$ cat config.mk
export PLATFORM = sky130hd
export DESIGN_NAME = soil_moisture_irrigation_ctrl_unit_flat
export DESIGN_NICKNAME = d
export VERILOG_FILES = /design/src/hw/rtl/smic_pkg.sv /design/src/hw/rtl/smic_if.sv /design/src/hw/rtl/smic_front.sv /design/src/hw/rtl/smic_back.sv /design/src/hw/rtl/soil_moisture_irrigation_ctrl_unit.sv /design/src/flat_wrapper.sv
export VERILOG_INCLUDE_DIRS = /design/src /design/src/hw/rtl
export SDC_FILE = /design/constraint.sdc
export NUM_CORES = 1
export LEC_CHECK = 0
export BUFFER_PORTS_ARGS = -buffer_cell sky130_fd_sc_hd__buf_2
export CAP_MARGIN = 5
export CORE_MARGIN = 8
export CORE_UTILIZATION = 50
export CTS_CLUSTER_SIZE = 28
export DETAILED_ROUTE_END_ITERATION = 8
export GPL_ROUTABILITY_DRIVEN = 0
export PLACE_DENSITY = 0.67
export SLEW_MARGIN = 10
export SYNTH_ARGS = -nofsm -noshare
export SYNTH_HDL_FRONTEND = slang
export SYNTH_SLANG_ARGS = --single-unit
$ cat constraint.sdc
create_clock -name clk -period 15.5 [get_ports clk]
set_clock_uncertainty 0.2 [all_clocks]
set_input_delay 1.55 -clock clk [delete_from_list [all_inputs] [get_ports clk]]
set_output_delay 1.55 -clock clk [all_outputs]
set_load 0.01 [all_outputs]
$ cat src/hw/rtl/soil_moisture_irrigation_ctrl_unit_assert.svh
// ---------------------------------------------------------------------------
// Assertion macros for the irrigation controller
// Shared concurrent assertion forms, reset-qualified on the active-low reset.
// ---------------------------------------------------------------------------
`ifndef SOIL_MOISTURE_IRRIGATION_CTRL_UNIT_ASSERT_SVH
`define SOIL_MOISTURE_IRRIGATION_CTRL_UNIT_ASSERT_SVH

// same-cycle implication
`define SMIC_ASSERT_IMP(lbl, clk, rst_n, ante, cons, msg) \
	lbl: assert property (@(posedge clk) disable iff (!rst_n) (ante) |-> (cons)) \
		else $error(msg);

// next-cycle implication
`define SMIC_ASSERT_NXT(lbl, clk, rst_n, ante, cons, msg) \
	lbl: assert property (@(posedge clk) disable iff (!rst_n) (ante) |=> (cons)) \
		else $error(msg);

`endif

$ cat src/hw/rtl/smic_pkg.sv
// ---------------------------------------------------------------------------
// smic_pkg
// Types, constants and helpers shared by the irrigation controller modules.
// ---------------------------------------------------------------------------
`timescale 1ns / 1ps

package smic_pkg;

	localparam int ADC_BITS       = 10;
	localparam int TIME_WIDTH_DEF = 32;
	localparam int CFG_W          = 32;
	localparam int CFG_IDX_W      = 3;
	localparam int QDEPTH         = 4;

	// register indexes
	localparam logic [CFG_IDX_W-1:0] CFG_DRY_THRESHOLD = 3'd0;
	localparam logic [CFG_IDX_W-1:0] CFG_DAILY_IVL     = 3'd1;
	localparam logic [CFG_IDX_W-1:0] CFG_TWO_DAY_IVL   = 3'd2;
	localparam logic [CFG_IDX_W-1:0] CFG_PUMP_BURST    = 3'd3;
	localparam logic [CFG_IDX_W-1:0] CFG_SETTLE        = 3'd4;
	localparam logic [CFG_IDX_W-1:0] CFG_DEBOUNCE      = 3'd5;

	// register reset values
	localparam logic [7:0]       DRY_THRESHOLD_RST = 8'd40;
	localparam logic [CFG_W-1:0] DAILY_IVL_RST     = 32'd864000;
	localparam logic [CFG_W-1:0] TWO_DAY_IVL_RST   = 32'd1728000;
	localparam logic [15:0]      PUMP_BURST_RST    = 16'd50;
	localparam logic [15:0]      SETTLE_RST        = 16'd10;
	localparam logic [15:0]      DEBOUNCE_RST      = 16'd2;

	// watering levels
	localparam logic [1:0] LEVEL_ALWAYS  = 2'd1;
	localparam logic [1:0] LEVEL_DAILY   = 2'd2;
	localparam logic [1:0] LEVEL_TWO_DAY = 2'd3;

	typedef enum logic [1:0] {
		PH_IDLE     = 2'd0,
		PH_BURST    = 2'd1,
		PH_SETTLE   = 2'd2,
		PH_DEBOUNCE = 2'd3
	} phase_t;

	typedef struct packed {
		logic [7:0]       dry_threshold_pct;
		logic [CFG_W-1:0] daily_interval_ticks;
		logic [CFG_W-1:0] two_day_interval_ticks;
		logic [15:0]      pump_burst_ticks;
		logic [15:0]      settle_ticks;
		logic [15:0]      debounce_ticks;
	} cfg_t;

	// classified tick as held in the queue
	typedef struct packed {
		logic [7:0] moisture_pct;
		logic       options_level;
		logic       done_level;
	} tick_t;

	typedef struct packed {
		logic  valid;
		tick_t item;
	} q_head_t;

	// (full_scale - raw) * 100 / 708 == d * 25 / 177, done as a multiply by
	// ceil(2^22 / 177); exact since 25575 * 65 < 2^22.
	localparam logic [29:0] PCT_RECIP = 30'd23697;
	localparam int          PCT_SHIFT = 22;

	function automatic logic [7:0] moisture_to_pct(input logic [ADC_BITS-1:0] raw);
		logic [ADC_BITS-1:0] d;
		logic [14:0]         y;
		logic [29:0]         p;
		d = {ADC_BITS{1'b1}} - raw;
		y = 15'(d) * 15'd25;
		p = 30'(y) * PCT_RECIP;
		return p[PCT_SHIFT+7:PCT_SHIFT];
	endfunction

endpackage

$ cat src/hw/rtl/smic_if.sv
// ---------------------------------------------------------------------------
// smic channel interfaces
// Valid/ready channels for tick items and result items.
// ---------------------------------------------------------------------------
`timescale 1ns / 1ps

interface smic_tick_if import smic_pkg::*; ();
	logic                valid;
	logic                ready;
	logic [ADC_BITS-1:0] moisture_raw;
	logic                options_level;
	logic                done_level;

	modport source (output valid, output moisture_raw, output options_level,
		output done_level, input ready);
	modport sink (input valid, input moisture_raw, input options_level,
		input done_level, output ready);
endinterface

interface smic_res_if ();
	logic       valid;
	logic       ready;
	logic [7:0] moisture_pct;
	logic       pump_on;
	logic       setup_mode;
	logic [1:0] watering_level;
	logic       burst_aborted;

	modport source (output valid, output moisture_pct, output pump_on,
		output setup_mode, output watering_level, output burst_aborted, input ready);
	modport sink (input valid, input moisture_pct, input pump_on,
		input setup_mode, input watering_level, input burst_aborted, output ready);
endinterface

$ cat src/hw/rtl/smic_front.sv
// ---------------------------------------------------------------------------
// smic_front
// Accepts tick items, maps the ADC sample to percent, queues them.
// ---------------------------------------------------------------------------
`timescale 1ns / 1ps
`include "soil_moisture_irrigation_ctrl_unit_assert.svh"

module smic_front import smic_pkg::*; (
	input  logic    clk,
	input  logic    arst_n,
	smic_tick_if.sink tick,
	output q_head_t head,
	input  logic    pop
);

	localparam int PTR_W = $clog2(QDEPTH);
	localparam int CNT_W = $clog2(QDEPTH + 1);

	tick_t            mem_q [QDEPTH];
	logic [PTR_W-1:0] wr_ptr_q;
	logic [PTR_W-1:0] rd_ptr_q;
	logic [CNT_W-1:0] count_q;
	logic             push;
	logic             pop_ok;
	tick_t            new_item;

	assign tick.ready = (count_q != CNT_W'(QDEPTH));
	assign push       = tick.valid && tick.ready;
	assign pop_ok     = pop && (count_q != '0);

	always_comb begin
		new_item.moisture_pct  = moisture_to_pct(tick.moisture_raw);
		new_item.options_level = tick.options_level;
		new_item.done_level    = tick.done_level;
	end

	always_ff @(posedge clk) begin
		if (push) begin
			mem_q[wr_ptr_q] <= new_item;
		end
	end

	always_ff @(posedge clk or negedge arst_n) begin
		if (!arst_n) begin
			wr_ptr_q <= '0;
			rd_ptr_q <= '0;
			count_q  <= '0;
		end else begin
			if (push) wr_ptr_q <= wr_ptr_q + 1'b1;
			if (pop_ok) rd_ptr_q <= rd_ptr_q + 1'b1;
			if (push && !pop_ok) count_q <= count_q + 1'b1;
			else if (!push && pop_ok) count_q <= count_q - 1'b1;
		end
	end

	assign head.valid = (count_q != '0);
	assign head.item  = mem_q[rd_ptr_q];

	`SMIC_ASSERT_IMP(a_cnt_bound, clk, arst_n, 1'b1, count_q <= CNT_W'(QDEPTH), "queue overfilled")
	`SMIC_ASSERT_NXT(a_cnt_up, clk, arst_n, push && !pop_ok, count_q == $past(count_q) + 1'b1, "queue count missed a push")
	`SMIC_ASSERT_NXT(a_cnt_dn, clk, arst_n, pop_ok && !push, count_q == $past(count_q) - 1'b1, "queue count missed a pop")

endmodule

$ cat src/hw/rtl/smic_back.sv
// ---------------------------------------------------------------------------
// smic_back
// Runs the mode, level and pump phase logic once per queued tick item.
// ---------------------------------------------------------------------------
`timescale 1ns / 1ps
`include "soil_moisture_irrigation_ctrl_unit_assert.svh"

module smic_back import smic_pkg::*; #(
	parameter int TIME_WIDTH = TIME_WIDTH_DEF
) (
	input  logic    clk,
	input  logic    arst_n,
	input  cfg_t    cfg,
	input  q_head_t head,
	output logic    pop,
	smic_res_if.source res
);

	localparam int CW = (TIME_WIDTH > CFG_W) ? TIME_WIDTH : CFG_W;

	phase_t                phase_q, phase_d;
	logic [15:0]           cnt_q, cnt_d;
	logic                  prev_opt_q, prev_opt_d;
	logic                  prev_done_q, prev_done_d;
	logic                  setup_q, setup_d;
	logic [1:0]            level_q, level_d;
	logic [TIME_WIDTH-1:0] now_q;
	logic [TIME_WIDTH-1:0] last_q, last_d;

	logic                  pump_d;
	logic                  abort_d;
	logic                  res_valid_q;
	logic [7:0]            pct_q;
	logic                  pump_q;
	logic                  setup_out_q;
	logic [1:0]            level_out_q;
	logic                  abort_q;

	assign pop = head.valid && (!res_valid_q || res.ready);

	always_comb begin
		logic                  opt;
		logic                  dn;
		logic                  accepted;
		logic                  start;
		logic                  dry;
		logic [TIME_WIDTH-1:0] elapsed;
		logic [CFG_W-1:0]      iv;
		phase_t                eff;
		opt         = head.item.options_level;
		dn          = head.item.done_level;
		accepted    = 1'b0;
		start       = 1'b0;
		dry         = head.item.moisture_pct < cfg.dry_threshold_pct;
		elapsed     = now_q - last_q;
		iv          = (level_q == LEVEL_DAILY) ? cfg.daily_interval_ticks
			: cfg.two_day_interval_ticks;
		phase_d     = phase_q;
		cnt_d       = cnt_q;
		prev_opt_d  = prev_opt_q;
		prev_done_d = prev_done_q;
		setup_d     = setup_q;
		level_d     = level_q;
		last_d      = last_q;
		pump_d      = 1'b0;
		abort_d     = 1'b0;
		eff         = phase_q;

		if ((phase_q == PH_SETTLE || phase_q == PH_DEBOUNCE) && cnt_q != '0) begin
			cnt_d = cnt_q - 1'b1;
		end else begin
			if (phase_q == PH_SETTLE || phase_q == PH_DEBOUNCE) eff = PH_IDLE;
			phase_d = eff;
			if (eff == PH_BURST) begin
				prev_opt_d  = opt;
				prev_done_d = dn;
				if (!opt || !dn) begin
					setup_d = 1'b1;
					phase_d = PH_IDLE;
					cnt_d   = '0;
					abort_d = 1'b1;
				end else if (cnt_q == '0) begin
					phase_d = PH_SETTLE;
					cnt_d   = cfg.settle_ticks;
				end else begin
					cnt_d  = cnt_q - 1'b1;
					pump_d = 1'b1;
				end
			end else begin
				if (!opt && prev_opt_q) begin
					setup_d  = !setup_q;
					accepted = 1'b1;
				end
				prev_opt_d = opt;
				if (setup_d) begin
					if (!dn && prev_done_q) begin
						level_d  = (level_q >= LEVEL_TWO_DAY) ? LEVEL_ALWAYS : level_q + 1'b1;
						accepted = 1'b1;
					end
					prev_done_d = dn;
				end else begin
					case (level_q)
						LEVEL_ALWAYS: start = dry;
						LEVEL_DAILY, LEVEL_TWO_DAY: begin
							if (dry && (CW'(elapsed) >= CW'(iv))) begin
								start  = 1'b1;
								last_d = now_q;
							end
						end
						default: start = 1'b0;
					endcase
				end
				if (start) begin
					phase_d = PH_BURST;
					cnt_d   = (cfg.pump_burst_ticks == '0) ? '0 : cfg.pump_burst_ticks - 1'b1;
					pump_d  = 1'b1;
				end else if (accepted) begin
					phase_d = PH_DEBOUNCE;
					cnt_d   = cfg.debounce_ticks;
				end
			end
		end
	end

	always_ff @(posedge clk or negedge arst_n) begin
		if (!arst_n) begin
			phase_q     <= PH_IDLE;
			cnt_q       <= '0;
			prev_opt_q  <= 1'b1;
			prev_done_q <= 1'b1;
			setup_q     <= 1'b0;
			level_q     <= LEVEL_ALWAYS;
			now_q       <= '0;
			last_q      <= '0;
		end else if (pop) begin
			phase_q     <= phase_d;
			cnt_q       <= cnt_d;
			prev_opt_q  <= prev_opt_d;
			prev_done_q <= prev_done_d;
			setup_q     <= setup_d;
			level_q     <= level_d;
			now_q       <= now_q + 1'b1;
			last_q      <= last_d;
		end
	end

	always_ff @(posedge clk or negedge arst_n) begin
		if (!arst_n) begin
			res_valid_q <= 1'b0;
		end else if (pop) begin
			res_valid_q <= 1'b1;
		end else if (res.ready) begin
			res_valid_q <= 1'b0;
		end
	end

	always_ff @(posedge clk) begin
		if (pop) begin
			pct_q       <= head.item.moisture_pct;
			pump_q      <= pump_d;
			setup_out_q <= setup_d;
			level_out_q <= level_d;
			abort_q     <= abort_d;
		end
	end

	assign res.valid          = res_valid_q;
	assign res.moisture_pct   = pct_q;
	assign res.pump_on        = pump_q;
	assign res.setup_mode     = setup_out_q;
	assign res.watering_level = level_out_q;
	assign res.burst_aborted  = abort_q;

	`SMIC_ASSERT_IMP(a_abort_no_pump, clk, arst_n, res_valid_q && abort_q, !pump_q && setup_out_q, "aborted burst left pump on or run mode")
	`SMIC_ASSERT_IMP(a_level_legal, clk, arst_n, res_valid_q, level_out_q != 2'd0, "watering level left 1..3")
	`SMIC_ASSERT_NXT(a_pump_setup, clk, arst_n, pop && pump_d, !setup_q, "pump running in setup mode")

endmodule

$ cat src/hw/rtl/soil_moisture_irrigation_ctrl_unit.sv
// ---------------------------------------------------------------------------
// soil_moisture_irrigation_ctrl_unit
// Soil moisture irrigation controller: one tick item in, one result item out.
// ---------------------------------------------------------------------------
//
//  channel  dir  handshake           payload
//  -------  ---  ------------------  ----------------------------------------
//  tick     in   valid/ready         moisture_raw, options_level, done_level
//  res      out  valid/ready         moisture_pct, pump_on, setup_mode,
//                                    watering_level, burst_aborted
//  cfg      in   cfg_we (no stall)   cfg_index, cfg_data
//
//  One tick item per cycle sustained while res.ready stays high; an accepted
//  item is written into a queue entry, then the back update loads the result register.
//  The back update (32-bit interval subtract and compare) sets the cycle.
//  A four-entry queue parts front and back; the front stalls only when it is
//  full, the back only when the result register is held by res.ready low.
//  Reset is asynchronous, active low; no clearing pass, ready right away.
// ---------------------------------------------------------------------------
`timescale 1ns / 1ps

module soil_moisture_irrigation_ctrl_unit import smic_pkg::*; #(
	parameter int TIME_WIDTH = TIME_WIDTH_DEF
) (
	input  logic                 clk,
	input  logic                 arst_n,
	smic_tick_if.sink            tick,
	smic_res_if.source           res,
	input  logic                 cfg_we,
	input  logic [CFG_IDX_W-1:0] cfg_index,
	input  logic [CFG_W-1:0]     cfg_data
);

	cfg_t    cfg_q;
	q_head_t head;
	logic    pop;

	// configuration registers; unknown indexes are dropped
	always_ff @(posedge clk or negedge arst_n) begin
		if (!arst_n) begin
			cfg_q.dry_threshold_pct      <= DRY_THRESHOLD_RST;
			cfg_q.daily_interval_ticks   <= DAILY_IVL_RST;
			cfg_q.two_day_interval_ticks <= TWO_DAY_IVL_RST;
			cfg_q.pump_burst_ticks       <= PUMP_BURST_RST;
			cfg_q.settle_ticks           <= SETTLE_RST;
			cfg_q.debounce_ticks         <= DEBOUNCE_RST;
		end else if (cfg_we) begin
			case (cfg_index)
				CFG_DRY_THRESHOLD: cfg_q.dry_threshold_pct      <= cfg_data[7:0];
				CFG_DAILY_IVL:     cfg_q.daily_interval_ticks   <= cfg_data;
				CFG_TWO_DAY_IVL:   cfg_q.two_day_interval_ticks <= cfg_data;
				CFG_PUMP_BURST:    cfg_q.pump_burst_ticks       <= cfg_data[15:0];
				CFG_SETTLE:        cfg_q.settle_ticks           <= cfg_data[15:0];
				CFG_DEBOUNCE:      cfg_q.debounce_ticks         <= cfg_data[15:0];
				default: ;
			endcase
		end
	end

	// front: percent mapping and the item queue
	smic_front u_front (
		.clk    (clk),
		.arst_n (arst_n),
		.tick   (tick),
		.head   (head),
		.pop    (pop)
	);

	// back: mode/level/pump phase update and the result register
	smic_back #(
		.TIME_WIDTH (TIME_WIDTH)
	) u_back (
		.clk    (clk),
		.arst_n (arst_n),
		.cfg    (cfg_q),
		.head   (head),
		.pop    (pop),
		.res    (res)
	);

endmodule

$ cat src/flat_wrapper.sv
// flat-port wrapper written by rule: the top's interface ports become plain ports
module soil_moisture_irrigation_ctrl_unit_flat import smic_pkg::*;
#(
	parameter int TIME_WIDTH = TIME_WIDTH_DEF
)
  (clk, arst_n, cfg_we, cfg_index, cfg_data, tick_valid, tick_moisture_raw, tick_options_level, tick_done_level, tick_ready, res_valid, res_moisture_pct, res_pump_on, res_setup_mode, res_watering_level, res_burst_aborted, res_ready);
  smic_tick_if tick_i ();
  smic_res_if res_i ();
  input  logic clk;
  input  logic arst_n;
  input  logic cfg_we;
  input  logic [CFG_IDX_W-1:0] cfg_index;
  input  logic [CFG_W-1:0] cfg_data;
  input wire logic [$bits(tick_i.valid)-1:0] tick_valid;
  input wire logic [$bits(tick_i.moisture_raw)-1:0] tick_moisture_raw;
  input wire logic [$bits(tick_i.options_level)-1:0] tick_options_level;
  input wire logic [$bits(tick_i.done_level)-1:0] tick_done_level;
  output wire logic [$bits(tick_i.ready)-1:0] tick_ready;
  output wire logic [$bits(res_i.valid)-1:0] res_valid;
  output wire logic [$bits(res_i.moisture_pct)-1:0] res_moisture_pct;
  output wire logic [$bits(res_i.pump_on)-1:0] res_pump_on;
  output wire logic [$bits(res_i.setup_mode)-1:0] res_setup_mode;
  output wire logic [$bits(res_i.watering_level)-1:0] res_watering_level;
  output wire logic [$bits(res_i.burst_aborted)-1:0] res_burst_aborted;
  input wire logic [$bits(res_i.ready)-1:0] res_ready;
  assign tick_i.valid = tick_valid;
  assign tick_i.moisture_raw = tick_moisture_raw;
  assign tick_i.options_level = tick_options_level;
  assign tick_i.done_level = tick_done_level;
  assign tick_ready = tick_i.ready;
  assign res_valid = res_i.valid;
  assign res_moisture_pct = res_i.moisture_pct;
  assign res_pump_on = res_i.pump_on;
  assign res_setup_mode = res_i.setup_mode;
  assign res_watering_level = res_i.watering_level;
  assign res_burst_aborted = res_i.burst_aborted;
  assign res_i.ready = res_ready;
  soil_moisture_irrigation_ctrl_unit #(.TIME_WIDTH(TIME_WIDTH)) u_core (.clk(clk), .arst_n(arst_n), .tick(tick_i), .res(res_i), .cfg_we(cfg_we), .cfg_index(cfg_index), .cfg_data(cfg_data));
endmodule
==> results of run 1 <==
-- layout make-up --
class,count,area (um^2),share of cell area
multi-input cells,1172,10700,0.525
flip-flops and latches,268,7010,0.343
clock buffers,38,840,0.0411
inverters,180,676,0.0331
well taps,468,586,0.0287
repair buffers,80,445,0.0218
clock inverters,16,150,0.00736
-- cell families (layout without fill, tap and decap cells) --
group                      after synthesis  in the layout  synth area share
muxes                                  192            192             0.124
DFF                                    268            268             0.378
AOI/OAI and AO/OA                      260            260            0.0907
xor gates and xnor gates               107            107            0.0505
and+or+nand+nor                        315            315            0.0852
buffers and inverters                  219            314            0.0469
adders and majority gates              298            298             0.224
-- layer usage --
| metal | vias up | wire [um] | track usage |
|---|---|---|---|
| li1 | 6000 | - | - |
| met1 | 6152 | 17300 | 0.231 |
| met2 | 182 | 19200 | 0.313 |
| met3 | 62 | 1610 | 0.0268 |
| met4 | 8 | 814 | 0.0469 |
| met5 | - | 49 | 0 |
-- placed cells by master (no fill, tap or decap), drive strengths merged, types with 10 or more instances in the layout --
cell type and instances:
inv 181, and3 19, a211oi 16, mux2 149, dfstp 27, and2 17
nor3 29, nand2 79, mux2i 33, o21ai 63, nand3 21, nand2b 13
edfxtp 53, mux4 10, a31oi 19, ha 240, a21oi 66, clkinv 12
dfrtp 188, xnor2 72, a221oi 11, o211ai 10, fa 58, a21o 25
nor4 10, clkbuf 38, xor2 35, nand4 18, nor2 78, buf 80
-- path summary, 6_finish.rpt --
path | startpoint | to | slack (ns)
worst max-delay path | tick_moisture_raw[2] | u_core.u_front.mem_q[3][9]$_DFFE_PP_ | 6.11
max in group asynchronous | arst_n | u_core.u_back.now_q[28]$_DFFE_PN0P_ | 12.94
worst max register to register | u_core.u_back.now_q[6]$_DFFE_PN0P_ | u_core.u_back.cnt_q[3]$_DFFE_PN0P_ | 8.88
min in group asynchronous | arst_n | u_core.cfg_q[8]$_DFFE_PN0P_ | 0.82
worst min-delay path | u_core.u_back.last_q[30]$_DFFE_PN0P_ | u_core.u_back.last_q[30]$_DFFE_PN0P_ | 0.29
worst min register to register | u_core.u_back.last_q[30]$_DFFE_PN0P_ | u_core.u_back.last_q[30]$_DFFE_PN0P_ | 0.29
-- sequential cells by signal, summed over array words and instances (netlist names) --
register and flops:
u_core.u_back.phase_q 2, u_core.u_back.prev_opt_q 1, u_core.u_back.res.burst_aborted 1, u_core.u_back.res.valid 1, u_core.u_back.res.pump_on 1, u_core.u_back.res.moisture_pct 8, u_core.u_back.level_q 2, u_core.u_back.now_q 32
u_core.u_back.res.setup_mode 1, u_core.u_back.last_q 32, u_core.u_back.setup_q 1, u_core.u_front.count_q 3, u_core.u_back.res.watering_level 2, u_core.u_front.wr_ptr_q 2, u_core.u_front.rd_ptr_q 2, u_core.u_front.mem_q 40
u_core.cfg_q 120, u_core.u_back.prev_done_q 1, u_core.u_back.cnt_q 16
-- worst max-delay path, delay by kind of cell --
family / cells / cell delay, ns
AOI/OAI and AO/OA: 13 / 2.63
buffers and inverters: 6 / 0.54
adders and majority gates: 10 / 3.56
and+or+nand+nor: 3 / 0.74
muxes: 1 / 0.26
xor gates and xnor gates: 1 / 0.28
-- per-stage QoR --
stage	hold WS, ns	util	instance area [um^2]	std cells	worst slack (ns)
after floorplan	0.255	-	18500	1659	6.60
after global placement	0.272	0.530	19400	2168	5.74
after detailed placement	0.281	0.530	19400	2168	5.63
after CTS	0.294	0.558	20400	2222	6.17
after global routing	0.307	0.558	20400	2222	5.51
final	0.288	0.558	20400	2222	6.11
==> impl_metrics.ini, run 1 <==
[logic_synthesis]
ys_seq_elements = 268
synth_largest_type_area_fraction = 0.254
syn_nets = 2009
ys_seq_area_frac = 0.378
syn_area_per_cell_um2 = 11.2
ys_types = 78
syn_inst = 1659
ys_warn_count = 0
synthesis.area_mm2 = 0.0185
synth.most_common_cell = ha_1
netlist_top_cells_area = dfrtp_1 25%, ha_1 16%, edfxtp_1 8.6%
synth_edf_count = 53
synth_area_leader_cell = dfrtp_1
ys.flop_type = dfrtp_1
synthArstFlopShare = 0.802
synth_top_cells_by_count = 240 x ha_1, 188 x dfrtp_1, 179 x inv_1, 116 x mux2_2, 78 x nand2_1

[detailed_routing]
drc = 0
wire_per_inst_um = 17.5
vias = 12404
viasPerCell = 5.58
drtIter0Drc = 535
wl_um = 39000
dr.pass1.iters = 5
final_antenna_net_count = 0

[floorplanning]
io-pin-count = 67
die_area_mm2 = 0.0435
start_util = 0.507
rows = 70
fp.dieH_um = 209
die_x_um = 209
core-area_mm2 = 0.0366

[final_layout]
fill_cells = 3083
n_antenna_cell = 0
final_layout_size_suffix_gt1_frac = 0.186
syn_to_final_growth_pct = 10.0
fin_nets = 2081

[worst_setup_path]
crit_top_cell = ha_1
rr_worst_depth = 18
cpPeakStageDelay_ns = 0.49
end_kind = flip-flop
cp_max_fo = 7
cp.required_ns = 15.66
critPathLaunchType = input pin
worstSetupPathType = input pin to flip-flop
worstPathArrival_ns = 9.55
crit_path_top_delay_cell = fa_1

[timing]
relSlewSlack = 0.286
slew_violations = 0
rsz0062_at_grt = false
fmax_ghz = 0.106
hold_violations = 0
worstMarginPinSlew_ns = 1.07
tns_ns = 0
finalCritPeriodShare = 0.606
setup-violations-final = 0
fin_crit_ns = 9.39

[grt]
grt_pass1_wl_um = 64500
antenna_found_initial = 4
grt_max_degree = 104
grt.total_usage = 0.179
grt_pass1_vias = 12725
gr-total-overflow = 0

[min_path]
min_path_type = flip-flop to flip-flop
whs_path_depth = 1

[clock_network]
numCtsBuffers = 29
clk_pin_slew_ns = 0.06
cts_tree = built
cts.sink_count = 268
postCtsHoldBufs = 0
root_buffer = clkbuf_16
cts_resized = 0
cts_max_path_buffers = 3
post_cts_buffers = 0
clock_latency_ns = 0.57
h-tree-depth = 1

[place]
dp_hpwl_um = 29300
io_buffers = 66

[status]
status = finished clean

[job]
drv_cap = 0
Power of run 1 is not shown: default switching activity piles up to over one toggle a cycle in this logic, so the estimate is an artifact.
==> inputs of run 2 (changes only) <==
- ABC_AREA: not set -> 1
- PLACE_DENSITY: 0.67 -> 0.66
- clock period: 15.5 -> 9.45 ns (I/O delays scaled with it)
==> run 2 against run 1 <==
Against the previous run: register-to-register slack worse by 5.3 ns; utilization down 0.61 points; final area up 3.7%; sequential share of layout area down 1.2 points; die area up 3.7%; count of clock-buffer cells in the layout down 4; cell count up 28%; synthesized cell count up 36%; critical path depth down 2; highest routed layer is now met4; worst hold slack worse by 0.10 ns.
==> impl_metrics.ini, run 2 <==
[status]
status = finished clean

[detailed_routing]
final_antenna_net_count = 0
drtIter0Drc = 987
vias = 14914
dr.pass1.iters = 5
drc = 0
viasPerCell = 5.23
wl_um = 43900
wire_per_inst_um = 15.4

[worst_setup_path]
critPathLaunchType = input pin
cpPeakStageDelay_ns = 0.55
timing.rr.start = u_core.u_back.now_q[0]$_DFFE_PN0P_
cp.required_ns = 9.56
crit_start = tick_moisture_raw[2]
crit_path_top_delay_cell = fa_1
end_kind = flip-flop
worstSetupPathType = input pin to flip-flop
crit-reg2reg-capture = u_core.u_back.cnt_q[0]$_DFFE_PN0P_
crit_top_cell = ha_1
rr_worst_depth = 30
worstPathArrival_ns = 7.90
rrSetupSlack_ns = 3.60
cp_max_fo = 7

[clock_network]
root_buffer = clkbuf_16
clock_latency_ns = 0.59
cts.sink_count = 268
h-tree-depth = 1
clk_pin_slew_ns = 0.07
numCtsBuffers = 31
postCtsHoldBufs = 0
cts_resized = 0
cts_max_path_buffers = 3
cts_tree = built
post_cts_buffers = 0

[timing]
slew_violations = 0
hold_violations = 0
relSlewSlack = 0.203
setup-violations-final = 0
finalCritPeriodShare = 0.825
fmax_ghz = 0.128
worstMarginPinSlew_ns = 1.19
rsz0062_at_grt = false
hold_ws_ns = 0.186
tns_ns = 0
fin_crit_ns = 7.79

[grt]
grt_max_degree = 91
grt.total_usage = 0.200
gr-total-overflow = 0
busiest_layer = met2
use_met1 = 0.257
antenna_found_initial = 0
grt_pass1_vias = 15245
grt_pass1_wl_um = 74300
grt.met2_usage = 0.352
met3_usage = 0.0220

[logic_synthesis]
syn_nets = 2607
synth.most_common_cell = nand2_1
synthesis.area_mm2 = 0.0193
netlist_top_cells_area = dfrtp_1 24%, ha_1 16%, edfxtp_1 8.3%
ys.flop_type = dfrtp_1
synth_area_leader_cell = dfrtp_1
synth_top_cells_by_count = 421 x nand2_1, 340 x inv_1, 240 x ha_1, 196 x o21ai_0, 188 x dfrtp_1
ys_types = 49
syn_inst = 2257
synth_largest_type_area_fraction = 0.244
ys_seq_area_frac = 0.363
synth_edf_count = 53
synthArstFlopShare = 0.802
ys_warn_count = 0
ys_seq_elements = 268
syn_area_per_cell_um2 = 8.55

[final_layout]
regMostFlops = u_core.cfg_q
top_regs = u_core.cfg_q x120, u_core.u_front.mem_q x40
fin_nets = 2659
multi_input_area_mm2 = 0.0108
ff_latch_area_mm2 = 0.00701
largest_register_ffs = 120
n_antenna_cell = 0
final_cell_mix = 420 x nand2_1, 340 x inv_1, 239 x ha_1, 196 x o21ai_0, 188 x dfrtp_1
fill_cells = 3569
final_layout_size_suffix_gt1_frac = 0.0861
final_common_cell = nand2_1
finalCoreUtilization = 0.551
syn_to_final_growth_pct = 9.70

[job]
drv_cap = 0

[floorplanning]
start_util = 0.503
die_area_mm2 = 0.0451
die_x_um = 212
io-pin-count = 67
core-area_mm2 = 0.0384
rows = 72
fp.dieH_um = 212

[min_path]
min_path_type = input pin to async pin

[place]
io_buffers = 66
dp_hpwl_um = 33100
[run 2: cell count changes after synthesis, sizes merged, moves of 19 or more]
cell and change:
a21oi +40, and3 -19, inv +163, mux2 -148, nand2 +350, nand3 +60, nor2 +123, o21ai +156
xnor2 -44, xor2 +45
[run 2: per-stage QoR]
step	setup slack, ns	instances	cell area (um^2)
after global routing	1.19	2852	21200
after detailed placement	1.11	2794	20100
final	1.66	2852	21200
after global placement	1.21	2794	20100
after CTS	1.73	2852	21200
after floorplan	1.85	2257	19300
[run 2: layer usage]
layer,vias to the layer above,part of all wire,wire length [um]
li1,7480,-,-
met3,64,0.035,1530
met5,-,0,0
met1,7115,0.45,19700
met2,255,0.49,21500
met4,0,0.024,1050
[run 2: cell families (layout without fill, tap and decap cells)]
family / after synthesis / after routing / synth area share
xor+xnor: 108 / 108 / 0.0500
mux: 32 / 32 / 0.0167
fa+ha+maj: 298 / 298 / 0.216
compound gates: 373 / 373 / 0.102
simple gates: 782 / 782 / 0.173
buf+inv: 396 / 473 / 0.0795
flops: 268 / 268 / 0.363
[run 2: layout make-up]
class                           instances  area share
Clock inverter                         24      0.0121
Timing Repair Buffer                   72      0.0182
Multi-Input combinational cell       1593       0.509
Sequential cell                       268       0.331
Clock buffer                           34      0.0387
Inverter                              343      0.0608
Tap cell                              518      0.0306
[run 2: worst max-delay path: cells and delay by family]
| kind | cells | cell delay, ns |
|---|---|---|
| AND/OR/NAND/NOR | 9 | 1.10 |
| AO/OA/AOI/OAI | 4 | 0.53 |
| XOR/XNOR | 1 | 0.29 |
| buffers and inverters | 7 | 0.74 |
| adder cells (fa/ha/maj) | 11 | 4.25 |
[run 2: how the worst max path moves through the flow]
stage / cells after the start / to
floorplan: 26 / u_core.u_front.mem_q[0][7]$_DFFE_PP_
global placement: 32 / u_core.u_front.mem_q[0][9]$_DFFE_PP_
detailed placement: 27 / u_core.u_front.mem_q[0][7]$_DFFE_PP_
CTS: 27 / u_core.u_front.mem_q[2][7]$_DFFE_PP_
global route: 33 / u_core.u_front.mem_q[2][7]$_DFFE_PP_
finish: 32 / u_core.u_front.mem_q[0][6]$_DFFE_PP_
Power of run 2 is left out for the same reason.
==> inputs of run 3 (changes only) <==
- ABC_AREA: 1 -> 0
- PLACE_DENSITY: 0.66 -> 0.67
- clock period: 9.45 -> 7.9 ns (I/O delays scaled with it)
==> run 3 against run 2 <==
Against the previous run: the flow now finishes with violations (hold timing); count of clock-buffer cells in the layout is 2 higher; sequential cell count did not move; via count fell by 15%; utilization is 2.3 points higher; worst hold slack got worse by 0.19 ns; global-route usage shrank 1.8 points; final area fell by 0.67%; critical path depth is 1 lower; cell count shrank 20%; critical endpoint is now u_core.u_front.mem_q[0][9]$_DFFE_PP_.
==> impl_metrics.ini, run 3 (synthesis results as in run 1) <==
[detailed_routing]
viasPerCell = 5.55
drc = 0
wl_um = 39900
wire_per_inst_um = 17.4
drtIter0Drc = 563
final_antenna_net_count = 0
dr.pass1.iters = 5
vias = 12679

[clock_network]
cts.sink_count = 268
root_buffer = clkbuf_16
numCtsBuffers = 30
clock_latency_ns = 0.60
clk_pin_slew_ns = 0.06
h-tree-depth = 1
cts_tree = built
postCtsHoldBufs = 0
cts_max_path_buffers = 3

[grt]
grt_pass1_wl_um = 66000
grt_max_degree = 105
grt.total_usage = 0.182
antenna_found_initial = 4
grt_pass1_vias = 13213
gr-total-overflow = 0

[worst_setup_path]
cp_max_fo = 4
end_kind = flip-flop
worstSetupPathType = input pin to flip-flop
cpPeakStageDelay_ns = 0.53
crit_path_top_delay_cell = fa_1
cp.required_ns = 8.02
critPathLaunchType = input pin
worstPathArrival_ns = 7.66
crit_top_cell = ha_1

[floorplanning]
io-pin-count = 67
fp.dieH_um = 209
core-area_mm2 = 0.0366
die_x_um = 209
die_area_mm2 = 0.0435
rows = 70
start_util = 0.507

[final_layout]
fin_nets = 2143
final_cell_mix = 239 x ha_1, 188 x dfrtp_1, 177 x inv_1, 116 x mux2_2, 78 x nand2_1
syn_to_final_growth_pct = 13.3
n_antenna_cell = 0
final_layout_size_suffix_gt1_frac = 0.222
final_common_cell = ha_1
largest_register_ffs = 120
regMostFlops = u_core.cfg_q
top_regs = u_core.cfg_q x120, u_core.u_front.mem_q x40
fill_cells = 3086

[timing]
hold_ws_ns = -0.00553
fmax_ghz = 0.133
hold_violations = 2
fin_crit_ns = 7.54
relSlewSlack = 0.244
worstMarginPinSlew_ns = 1.13
finalCritPeriodShare = 0.954
slew_violations = 0
setup-violations-final = 0
finalWorstSetupSlack_ns = 0.363

[place]
io_buffers = 66
dp_hpwl_um = 30100
pre_cts_slack_ns = -0.656

[job]
drv_cap = 0

[min_path]
min_path_type = input pin to async pin

[status]
status = finished, violations left
violations = hold timing
## run 3: cell types whose count changed in the layout (fill, tap and decap cells not counted), sizes merged, moves of 19 or more
cell	delta
o21ai	-156
xnor2	+44
nand2	-350
nand3	-60
and3	+19
buf	+69
a21oi	-40
nor2	-123
xor2	-45
mux2	+148
inv	-163
## run 3: cell type report
type,instances,area [um^2],area share
flip-flops and latches,268,7010,0.333
inverters,180,676,0.0321
clock inverters,20,251,0.0120
repair buffers,141,903,0.0430
well taps,468,586,0.0279
multi-input cells,1172,10800,0.514
clock buffers,36,803,0.0382
## run 3: path summary, 6_finish.rpt
kind                                                   endpoint                                  from  slack [ns]  depth (start not counted)
max                        u_core.u_front.mem_q[0][9]$_DFFE_PP_                  tick_moisture_raw[2]        0.36                         31
min                                 u_core.cfg_q[7]$_DFFE_PN0P_                                arst_n      -0.006                          1
max reg2reg                  u_core.u_back.cnt_q[4]$_DFFE_PN0P_    u_core.u_back.now_q[1]$_DFFE_PN0P_        1.35                         19
min reg2reg                u_core.u_back.last_q[30]$_DFFE_PN0P_  u_core.u_back.last_q[30]$_DFFE_PN0P_        0.29                          1
max in group asynchronous          u_core.cfg_q[66]$_DFFE_PN0P_                                arst_n        6.16                          2
min in group clk           u_core.u_front.mem_q[1][1]$_DFFE_PP_                    tick_options_level        0.22                          1
## run 3: critical path, delay by kind of cell
family | cells | cell delay [ns]
AO/OA/AOI/OAI | 8 | 1.31
buffers and inverters | 6 | 0.53
adder cells (fa/ha/maj) | 11 | 4.26
AND/OR/NAND/NOR | 5 | 0.63
XOR/XNOR | 1 | 0.17
## run 3: through the flow
| step | TNS [ns] | cell area (um^2) | utilization | cells |
|---|---|---|---|---|
| after detailed placement | -14.28 | 19800 | 0.542 | 2225 |
| after global routing | -0.402 | 21000 | 0.574 | 2285 |
| final | 0 | 21000 | 0.574 | 2285 |
| after floorplan | 0 | 18600 | - | 1659 |
| after global placement | -8.15 | 19800 | 0.542 | 2225 |
| after CTS | 0 | 20900 | 0.571 | 2281 |
## run 3: layer usage
metal  vias up  track usage  wire length, um
met3        72       0.0253             1570
met2       211        0.318            19600
li1       6136            -                -
met4         8       0.0598             1030
met1      6252        0.229            17600
met5         -            0               51
## run 3: repair_timing
item | in CTS | in global routing
resized for setup | 2 | 28
endpoints found under the setup margin | 8 | 32
pin swaps | 1 | 23
setup buffers | 0 | 4
Power of run 3 is left out for the same reason.
